[config.mk]
export PLATFORM = sky130hd
export DESIGN_NAME = bounded_splitmix64_random
export DESIGN_NICKNAME = d
export VERILOG_FILES = /design/src/bsm_pkg.sv /design/src/bounded_splitmix64_random.sv /design/src/bsm_dp.sv /design/src/bsm_ctrl.sv
export SDC_FILE = /design/constraint.sdc
export NUM_CORES = 2
export LEC_CHECK = 0
export BUFFER_PORTS_ARGS = -buffer_cell sky130_fd_sc_hd__buf_2
export CAP_MARGIN = 10
export CORE_MARGIN = 10
export CORE_UTILIZATION = 35
export DETAILED_ROUTE_END_ITERATION = 6
export PLACE_DENSITY = 0.62
export SLEW_MARGIN = 5
export SYNTH_ARGS = -nofsm -noshare
export SYNTH_HDL_FRONTEND = slang
export SYNTH_SLANG_ARGS = --single-unit
[constraint.sdc]
create_clock -name clk -period 11.4 [get_ports clk]
set_input_delay 0.57 -clock clk [delete_from_list [all_inputs] [get_ports clk]]
set_output_delay 0.57 -clock clk [all_outputs]
set_load 0.005 [all_outputs]
[src/bsm_pkg.sv]
// Shared types and constants for the bounded SplitMix64 random source.
package bsm_pkg;

    localparam int unsigned WORD_W   = 64;
    localparam int unsigned HALF_W   = WORD_W / 2;
    localparam int unsigned CNT_W    = 6;

    localparam logic [WORD_W-1:0] GOLDEN_INC = 64'h9e37_79b9_7f4a_7c15;
    localparam logic [WORD_W-1:0] MIX_MUL_A  = 64'hbf58_476d_1ce4_e5b9;
    localparam logic [WORD_W-1:0] MIX_MUL_B  = 64'h94d0_49bb_1331_11eb;

    localparam int unsigned SHIFT_PRE = 30;
    localparam int unsigned SHIFT_A   = 27;
    localparam int unsigned SHIFT_B   = 31;

    // Last count of the radix-2 remainder loop and of the partial-product loop.
    localparam logic [CNT_W-1:0] DIV_LAST = CNT_W'(WORD_W - 1);
    localparam logic [CNT_W-1:0] MUL_LAST = CNT_W'(2);

    typedef enum logic [3:0] {
        ST_IDLE,
        ST_START,
        ST_LIMIT_DIV,
        ST_DRAW,
        ST_MUL_A,
        ST_XS_A,
        ST_MUL_B,
        ST_XS_B,
        ST_CHECK,
        ST_VAL_DIV,
        ST_FINISH
    } state_t;

    typedef enum logic {
        DIV_SRC_NEG_BOUND,
        DIV_SRC_MIXED
    } div_src_t;

    typedef enum logic {
        MIX_ROUND_A,
        MIX_ROUND_B
    } mix_round_t;

    typedef struct packed {
        logic             load_bound;
        logic             draw;
        logic             mul_en;
        logic [1:0]       mul_step;
        mix_round_t       round;
        logic             xs_en;
        logic             div_start;
        div_src_t         div_src;
        logic             div_step;
        logic             load_value;
        logic             value_zero;
    } dp_cmd_t;

    typedef struct packed {
        logic bound_small;
        logic draw_ok;
    } dp_stat_t;

endpackage

[src/bounded_splitmix64_random.sv]
// Top level of the bounded SplitMix64 random source.
//
// Each input beat on in_valid/in_ready carries a 64-bit bound; each output
// beat on out_valid/out_ready returns one value uniformly drawn from 0 to
// bound minus one. A bound of 0 or 1 returns 0 and leaves the generator alone.
// The block handles one request at a time: in_ready is high only while the
// controller is idle.
// For a bound of 2 or more, the rejection threshold (2^64 - bound) mod bound
// is found with a radix-2 remainder unit. Each draw then takes one counter
// add with the first xor-shift, two rounds of three partial products on one
// shared 32x32 multiplier, each followed by an xor-shift, and a threshold
// compare. Rejected draws repeat that loop. The accepted value then goes
// through the same remainder unit to give the result.
// The result waits in an output register, so a stalled receiver only holds
// the block once the next result is ready while the previous one is unread.
// Writing cfg_wdata with cfg_we loads the generator counter; reset sets the
// counter to 0 and empties the output register.
module bounded_splitmix64_random
    import bsm_pkg::*;
(
    input  logic              clk,
    input  logic              rst_n,
    input  logic              cfg_we,
    input  logic [WORD_W-1:0] cfg_wdata,
    input  logic              in_valid,
    output logic              in_ready,
    input  logic [WORD_W-1:0] bound,
    output logic              out_valid,
    input  logic              out_ready,
    output logic [WORD_W-1:0] value
);

    dp_cmd_t  cmd;
    dp_stat_t stat;

    // The controller owns the handshakes and the step counter.
    bsm_ctrl u_ctrl (
        .clk       (clk),
        .rst_n     (rst_n),
        .in_valid  (in_valid),
        .in_ready  (in_ready),
        .out_valid (out_valid),
        .out_ready (out_ready),
        .stat      (stat),
        .cmd       (cmd)
    );

    // The datapath holds the counter, the mixer and the remainder unit.
    bsm_dp u_dp (
        .clk       (clk),
        .rst_n     (rst_n),
        .cfg_we    (cfg_we),
        .cfg_wdata (cfg_wdata),
        .bound     (bound),
        .cmd       (cmd),
        .stat      (stat),
        .value     (value)
    );

endmodule

[src/bsm_dp.sv]
// Datapath: generator counter, mixer with a shared 32x32 multiplier, radix-2 remainder unit.
module bsm_dp
    import bsm_pkg::*;
(
    input  logic              clk,
    input  logic              rst_n,
    input  logic              cfg_we,
    input  logic [WORD_W-1:0] cfg_wdata,
    input  logic [WORD_W-1:0] bound,
    input  dp_cmd_t           cmd,
    output dp_stat_t          stat,
    output logic [WORD_W-1:0] value
);

    logic [WORD_W-1:0] ctr_reg,   ctr_next;
    logic [WORD_W-1:0] bound_reg, bound_next;
    logic [WORD_W-1:0] z_reg,     z_next;
    logic [WORD_W-1:0] acc_reg,   acc_next;
    logic [WORD_W-1:0] rem_reg,   rem_next;
    logic [WORD_W-1:0] dvd_reg,   dvd_next;
    logic [WORD_W-1:0] value_reg, value_next;

    logic [WORD_W-1:0] sum;
    logic [WORD_W-1:0] mul_k;
    logic [HALF_W-1:0] op_a;
    logic [HALF_W-1:0] op_b;
    logic [WORD_W-1:0] prod;
    logic [WORD_W:0]   rem_shift;
    logic [WORD_W:0]   rem_diff;

    assign sum   = ctr_reg + GOLDEN_INC;
    assign mul_k = (cmd.round == MIX_ROUND_A) ? MIX_MUL_A : MIX_MUL_B;

    // Low word of z*k from three partial products: lo*lo, hi*lo and lo*hi.
    assign op_a = (cmd.mul_step == 2'd1) ? z_reg[WORD_W-1:HALF_W] : z_reg[HALF_W-1:0];
    assign op_b = (cmd.mul_step == 2'd2) ? mul_k[WORD_W-1:HALF_W] : mul_k[HALF_W-1:0];
    assign prod = WORD_W'(op_a) * WORD_W'(op_b);

    assign rem_shift = {rem_reg, dvd_reg[WORD_W-1]};
    assign rem_diff  = rem_shift - {1'b0, bound_reg};

    assign stat.bound_small = (bound_reg[WORD_W-1:1] == '0);
    assign stat.draw_ok     = (z_reg >= rem_reg);
    assign value            = value_reg;

    always_comb
    begin
        ctr_next   = ctr_reg;
        bound_next = bound_reg;
        z_next     = z_reg;
        acc_next   = acc_reg;
        rem_next   = rem_reg;
        dvd_next   = dvd_reg;
        value_next = value_reg;

        if (cfg_we)
        begin
            ctr_next = cfg_wdata;
        end
        if (cmd.load_bound)
        begin
            bound_next = bound;
        end
        if (cmd.draw)
        begin
            ctr_next = sum;
            z_next   = sum ^ (sum >> SHIFT_PRE);
        end
        if (cmd.mul_en)
        begin
            if (cmd.mul_step == 2'd0)
            begin
                acc_next = prod;
            end
            else
            begin
                acc_next = acc_reg + {prod[HALF_W-1:0], {HALF_W{1'b0}}};
            end
        end
        if (cmd.xs_en)
        begin
            if (cmd.round == MIX_ROUND_A)
            begin
                z_next = acc_reg ^ (acc_reg >> SHIFT_A);
            end
            else
            begin
                z_next = acc_reg ^ (acc_reg >> SHIFT_B);
            end
        end
        if (cmd.div_start)
        begin
            rem_next = '0;
            dvd_next = (cmd.div_src == DIV_SRC_NEG_BOUND) ? (WORD_W'(0) - bound_reg) : z_reg;
        end
        if (cmd.div_step)
        begin
            rem_next = rem_diff[WORD_W] ? rem_shift[WORD_W-1:0] : rem_diff[WORD_W-1:0];
            dvd_next = {dvd_reg[WORD_W-2:0], 1'b0};
        end
        if (cmd.load_value)
        begin
            value_next = cmd.value_zero ? '0 : rem_reg;
        end
    end

    always_ff @(posedge clk or negedge rst_n)
    begin
        if (!rst_n)
        begin
            ctr_reg <= '0;
        end
        else
        begin
            ctr_reg <= ctr_next;
        end
    end

    always_ff @(posedge clk)
    begin
        bound_reg <= bound_next;
        z_reg     <= z_next;
        acc_reg   <= acc_next;
        rem_reg   <= rem_next;
        dvd_reg   <= dvd_next;
        value_reg <= value_next;
    end

endmodule

[src/bsm_ctrl.sv]
// Controller: sequences the threshold division, draw loop, final division and output beat.
module bsm_ctrl
    import bsm_pkg::*;
(
    input  logic     clk,
    input  logic     rst_n,
    input  logic     in_valid,
    output logic     in_ready,
    output logic     out_valid,
    input  logic     out_ready,
    input  dp_stat_t stat,
    output dp_cmd_t  cmd
);

    state_t           state_reg, state_next;
    logic [CNT_W-1:0] cnt_reg,   cnt_next;
    logic             triv_reg,  triv_next;
    logic             ov_reg,    ov_next;

    assign in_ready  = (state_reg == ST_IDLE);
    assign out_valid = ov_reg;

    always_comb
    begin
        state_next = state_reg;
        cnt_next   = cnt_reg;
        triv_next  = triv_reg;
        ov_next    = ov_reg & ~out_ready;
        cmd        = '0;
        cmd.mul_step = cnt_reg[1:0];

        unique case (state_reg)
            ST_IDLE:
            begin
                if (in_valid)
                begin
                    cmd.load_bound = 1'b1;
                    state_next     = ST_START;
                end
            end
            ST_START:
            begin
                triv_next = stat.bound_small;
                cnt_next  = '0;
                if (stat.bound_small)
                begin
                    state_next = ST_FINISH;
                end
                else
                begin
                    cmd.div_start = 1'b1;
                    cmd.div_src   = DIV_SRC_NEG_BOUND;
                    state_next    = ST_LIMIT_DIV;
                end
            end
            ST_LIMIT_DIV:
            begin
                cmd.div_step = 1'b1;
                cnt_next     = cnt_reg + 1'b1;
                if (cnt_reg == DIV_LAST)
                begin
                    state_next = ST_DRAW;
                end
            end
            ST_DRAW:
            begin
                cmd.draw   = 1'b1;
                cnt_next   = '0;
                state_next = ST_MUL_A;
            end
            ST_MUL_A:
            begin
                cmd.mul_en = 1'b1;
                cmd.round  = MIX_ROUND_A;
                cnt_next   = cnt_reg + 1'b1;
                if (cnt_reg == MUL_LAST)
                begin
                    state_next = ST_XS_A;
                end
            end
            ST_XS_A:
            begin
                cmd.xs_en  = 1'b1;
                cmd.round  = MIX_ROUND_A;
                cnt_next   = '0;
                state_next = ST_MUL_B;
            end
            ST_MUL_B:
            begin
                cmd.mul_en = 1'b1;
                cmd.round  = MIX_ROUND_B;
                cnt_next   = cnt_reg + 1'b1;
                if (cnt_reg == MUL_LAST)
                begin
                    state_next = ST_XS_B;
                end
            end
            ST_XS_B:
            begin
                cmd.xs_en  = 1'b1;
                cmd.round  = MIX_ROUND_B;
                state_next = ST_CHECK;
            end
            ST_CHECK:
            begin
                // The remainder register still holds the rejection threshold here.
                if (stat.draw_ok)
                begin
                    cmd.div_start = 1'b1;
                    cmd.div_src   = DIV_SRC_MIXED;
                    cnt_next      = '0;
                    state_next    = ST_VAL_DIV;
                end
                else
                begin
                    state_next = ST_DRAW;
                end
            end
            ST_VAL_DIV:
            begin
                cmd.div_step = 1'b1;
                cnt_next     = cnt_reg + 1'b1;
                if (cnt_reg == DIV_LAST)
                begin
                    state_next = ST_FINISH;
                end
            end
            ST_FINISH:
            begin
                if (!ov_reg || out_ready)
                begin
                    cmd.load_value = 1'b1;
                    cmd.value_zero = triv_reg;
                    ov_next        = 1'b1;
                    state_next     = ST_IDLE;
                end
            end
            default:
            begin
                state_next = ST_IDLE;
            end
        endcase
    end

    always_ff @(posedge clk or negedge rst_n)
    begin
        if (!rst_n)
        begin
            state_reg <= ST_IDLE;
            cnt_reg   <= '0;
            triv_reg  <= 1'b0;
            ov_reg    <= 1'b0;
        end
        else
        begin
            state_reg <= state_next;
            cnt_reg   <= cnt_next;
            triv_reg  <= triv_next;
            ov_reg    <= ov_next;
        end
    end

endmodule

==> run_results.csv <==
group,metric,value,unit
drt,route.antenna.remaining_nets,0,
place,pre_cts_slack,0.449,ns
drt,highest-signal-layer,"met5",
synth,ys.flop_type,"edfxtp_1",
floorplan,core_area,169000,sq um
synth,avgSynthCellArea,9.64,sq um
synth,synth-async-reset-ratio,16.5,%
cells_and_area,fin_nets,7714,
drt,number_of_drc_violations_after_detailed_routing_iteration_0,4591,
cells_and_area,register_area,13400,sq um
worst_setup_path,worstPathRequired,11.82,ns
synth,mappedNetlistArea,59400,sq um
drt,vias_cell,5.44,
timing,final-max-slew-violation-count,0,
synth,yosysTopAreaCellShare,27.9,%
timing,fin_ws,0.580,ns
worst_setup_path,startpoint,"u_ctrl.cnt_reg[1]",
synth,seq_area_frac_synth,22.6,%
clock_tree,cts_tree,"done",
clock_tree,clk_pin_slew_worst_paths,0.06,ns
hold_path,min_path_type,"primary input to register",
floorplan,cell_rows,151,
global_routing,overflow,0,
drt,dr_wl_met2,98000,um
drt,drt_pass1_iterations,7,
synth,post_synth_inst_count,6162,
worst_setup_path,timing.critical_path.mode_cell,"inv_1",
cells_and_area,layout_common_cells,"1,131 x inv_1, 828 x fa_1, 504 x nor2_1, 491 x ha_1, 403 x a21oi_1",
floorplan,y_dimension_of_the_die,432,um
cells_and_area,layout.core_utilization,38.2,%
clock_tree,clk-insertion-delay-late,0.62,ns
cells_and_area,multiInputGateArea,40800,sq um
synth,synth.lib_cells_used.distinct,91,
global_routing,antenna_found_initial,11,
timing,setup-violations-final,0,
cells_and_area,drive_gt1_share,7.19,%
drt,met1_length,90000,um
clock_tree,numClockSinks,460,
cells_and_area,layout-area-overhead-vs-synth,8.75,%
drt,remaining_drc_errors,1,
worst_setup_path,critPathSlowestCell,"a311oi_1",
worst_setup_path,timing.critical_path.fanout_max,11,
timing,max_clock_freq,92.4,MHz
place,routabilityCongestion,1.01,
place,dpl.hpwl,184000,um
synth,number_of_flip_flops_and_latches_in_the_synthesized_netlist,460,
global_routing,grtUsageTotal,22.8,%
worst_setup_path,setup_crit_start_kind,"register",
clock_tree,postCtsSetupRepairBufs,0,
clock_tree,htree_levels,2,
hold_path,worst_hold_startpoint,"bound[46]",
floorplan,floorplan.io_pins,199,
clock_tree,cts.root.buffer_cell,"clkbuf_16",
timing,worst_pin_slew,1.16,ns
worst_setup_path,worst-endpoint-arrival,11.24,ns
floorplan,start_util,35.1,%
timing,worst_clock_skew,0.0383,ns
run_status,run_status,"complete, but fails checks",
timing,rsz0062_at_grt,"no",
clock_tree,cts-buffers-inserted,48,
synth,number_of_enable_type_register_cells_in_the_synthesized_netlist,383,
synth,postSynthNetCount,7617,
synth,post-synth-top-area-cell,"fa_1",
global_routing,first_global_vias,47612,
worst_setup_path,critical_path.max_stage_delay,0.68,ns
place,portBuffers,198,
floorplan,die-width,432,um
worst_setup_path,critPathKind,"register to register",
drt,route.met3.wl,16700,um
worst_setup_path,reg2reg_from,"u_ctrl.cnt_reg[1]",
timing,post_route_setup_tns,0,ns
run_status,violations_in_the_final_reports,"design-rule violations",
drt,detail_route.wirelength,217000,um
timing,fin_crit_sh,94.9,%
drt,vias,46393,
cells_and_area,fill_count,17065,
timing,report.final.hold_viol_count,0,
cells_and_area,final_common_cell,"inv_1",
flow_run,cap_viol_max_count,0,
timing,relSlewSlack,20.6,%
clock_tree,clk_path_buf_depth,3,
timing,layout_min_cycle_time,10.82,ns
global_routing,grt_start_max_net_pins,78,
synth,synth_area_leaders,"fa_1 28%, edfxtp_1 19%, ha_1 10%",
floorplan,floorplan.die_area,187000,sq um
worst_setup_path,worstSetupEndpointType,"register",
timing,final.hold.worst_slack,0.123,ns
drt,avgRoutedWirePerCell,25.4,um
synth,yosys_warnings,0,
global_routing,grt_pass1_wl,319000,um
==> Yosys cell counts, types with 24 or more instances <==
master	n
a211o_1	29
a211oi_1	25
a21o_1	116
a21oi_1	404
a221o_1	66
and2_1	69
and3_1	32
buf_1	24
clkbuf_1	188
dfrtp_1	76
edfxtp_1	383
fa_1	828
ha_1	494
inv_1	1131
mux2_2	35
mux2i_1	95
nand2_1	376
nand2b_1	34
nand3_1	91
nand4_1	58
nor2_1	507
nor3_1	95
o21a_1	33
o21ai_0	248
o21bai_1	32
or3_1	24
xnor2_1	232
xor2_1	93
==> path summary, 6_finish.rpt <==
path / end / slack [ns] / cells after the start
setup / recovery: u_dp.acc_reg[63] / 0.58 / 37
hold / removal: u_dp.bound_reg[46] / 0.12 / 1
setup reg to reg: u_dp.acc_reg[63] / 0.58 / 37
hold reg to reg: u_ctrl.triv_reg / 0.52 / 1
max in group asynchronous: u_ctrl.triv_reg / 10.44 / 1
min in group asynchronous: u_ctrl.out_valid / 0.17 / 1
==> cells by family (layout without fill, tap and decap cells) <==
| family | count (synthesis) | after routing | synth area share, % |
|---|---|---|---|
| flip-flops | 460 | 460 | 22.6 |
| adder cells (fa/ha/maj) | 1322 | 1322 | 38.3 |
| AND/OR/NAND/NOR | 1401 | 1401 | 10.9 |
| XOR/XNOR | 329 | 329 | 4.94 |
| other | 1 | 6 | 0.00631 |
| AO/OA/AOI/OAI | 1139 | 1139 | 12.1 |
| multiplexers | 130 | 130 | 2.26 |
| buffers and inverters | 1380 | 1516 | 8.82 |
==> routing by layer <==
metal | global-route usage, % | vias up
met5 | 0 | -
met4 | 10.6 | 4
met3 | 3.49 | 387
met2 | 36.0 | 1951
met1 | 30.7 | 23447
li1 | - | 20604
==> through the flow <==
| stage | cell area [sq um] | std cells |
|---|---|---|
| floorplan | 59400 | 6162 |
| global placement | 63000 | 8427 |
| detailed placement | 63000 | 8427 |
| CTS | 64600 | 8516 |
| global route | 64600 | 8516 |
| finish | 64600 | 8521 |
==> cell type report <==
| class | instances | share of cell area, % |
|---|---|---|
| multi-input combinational | 4322 | 63.2 |
| sequential | 460 | 20.8 |
| inverter | 1145 | 6.65 |
| tap | 2218 | 4.30 |
| timing repair buffer | 282 | 2.53 |
| clock buffer | 60 | 2.03 |
| clock inverter | 29 | 0.473 |
| antenna | 5 | 0.0194 |
==> timing repair <==
item                                   in CTS  in global routing
endpoints found under the hold margin       0                  0
hold buffers                                0                  0
resized for setup                           0                  3
setup endpoints to repair                   0                  5
==> worst max-delay path: cells and delay by family (launching register included) <==
kind	cells	cell delay (ns)
adders and majority gates	11	4.79
AOI/OAI and AO/OA	11	3.11
and+or+nand+nor	4	0.82
buffers and inverters	8	0.74
xor gates and xnor gates	2	0.46
DFF	1	0.45
muxes	1	0.25
Power is left out: the tool's default activity adds up to more than one toggle a clock period on the data nets, which glitch-free logic cannot reach.
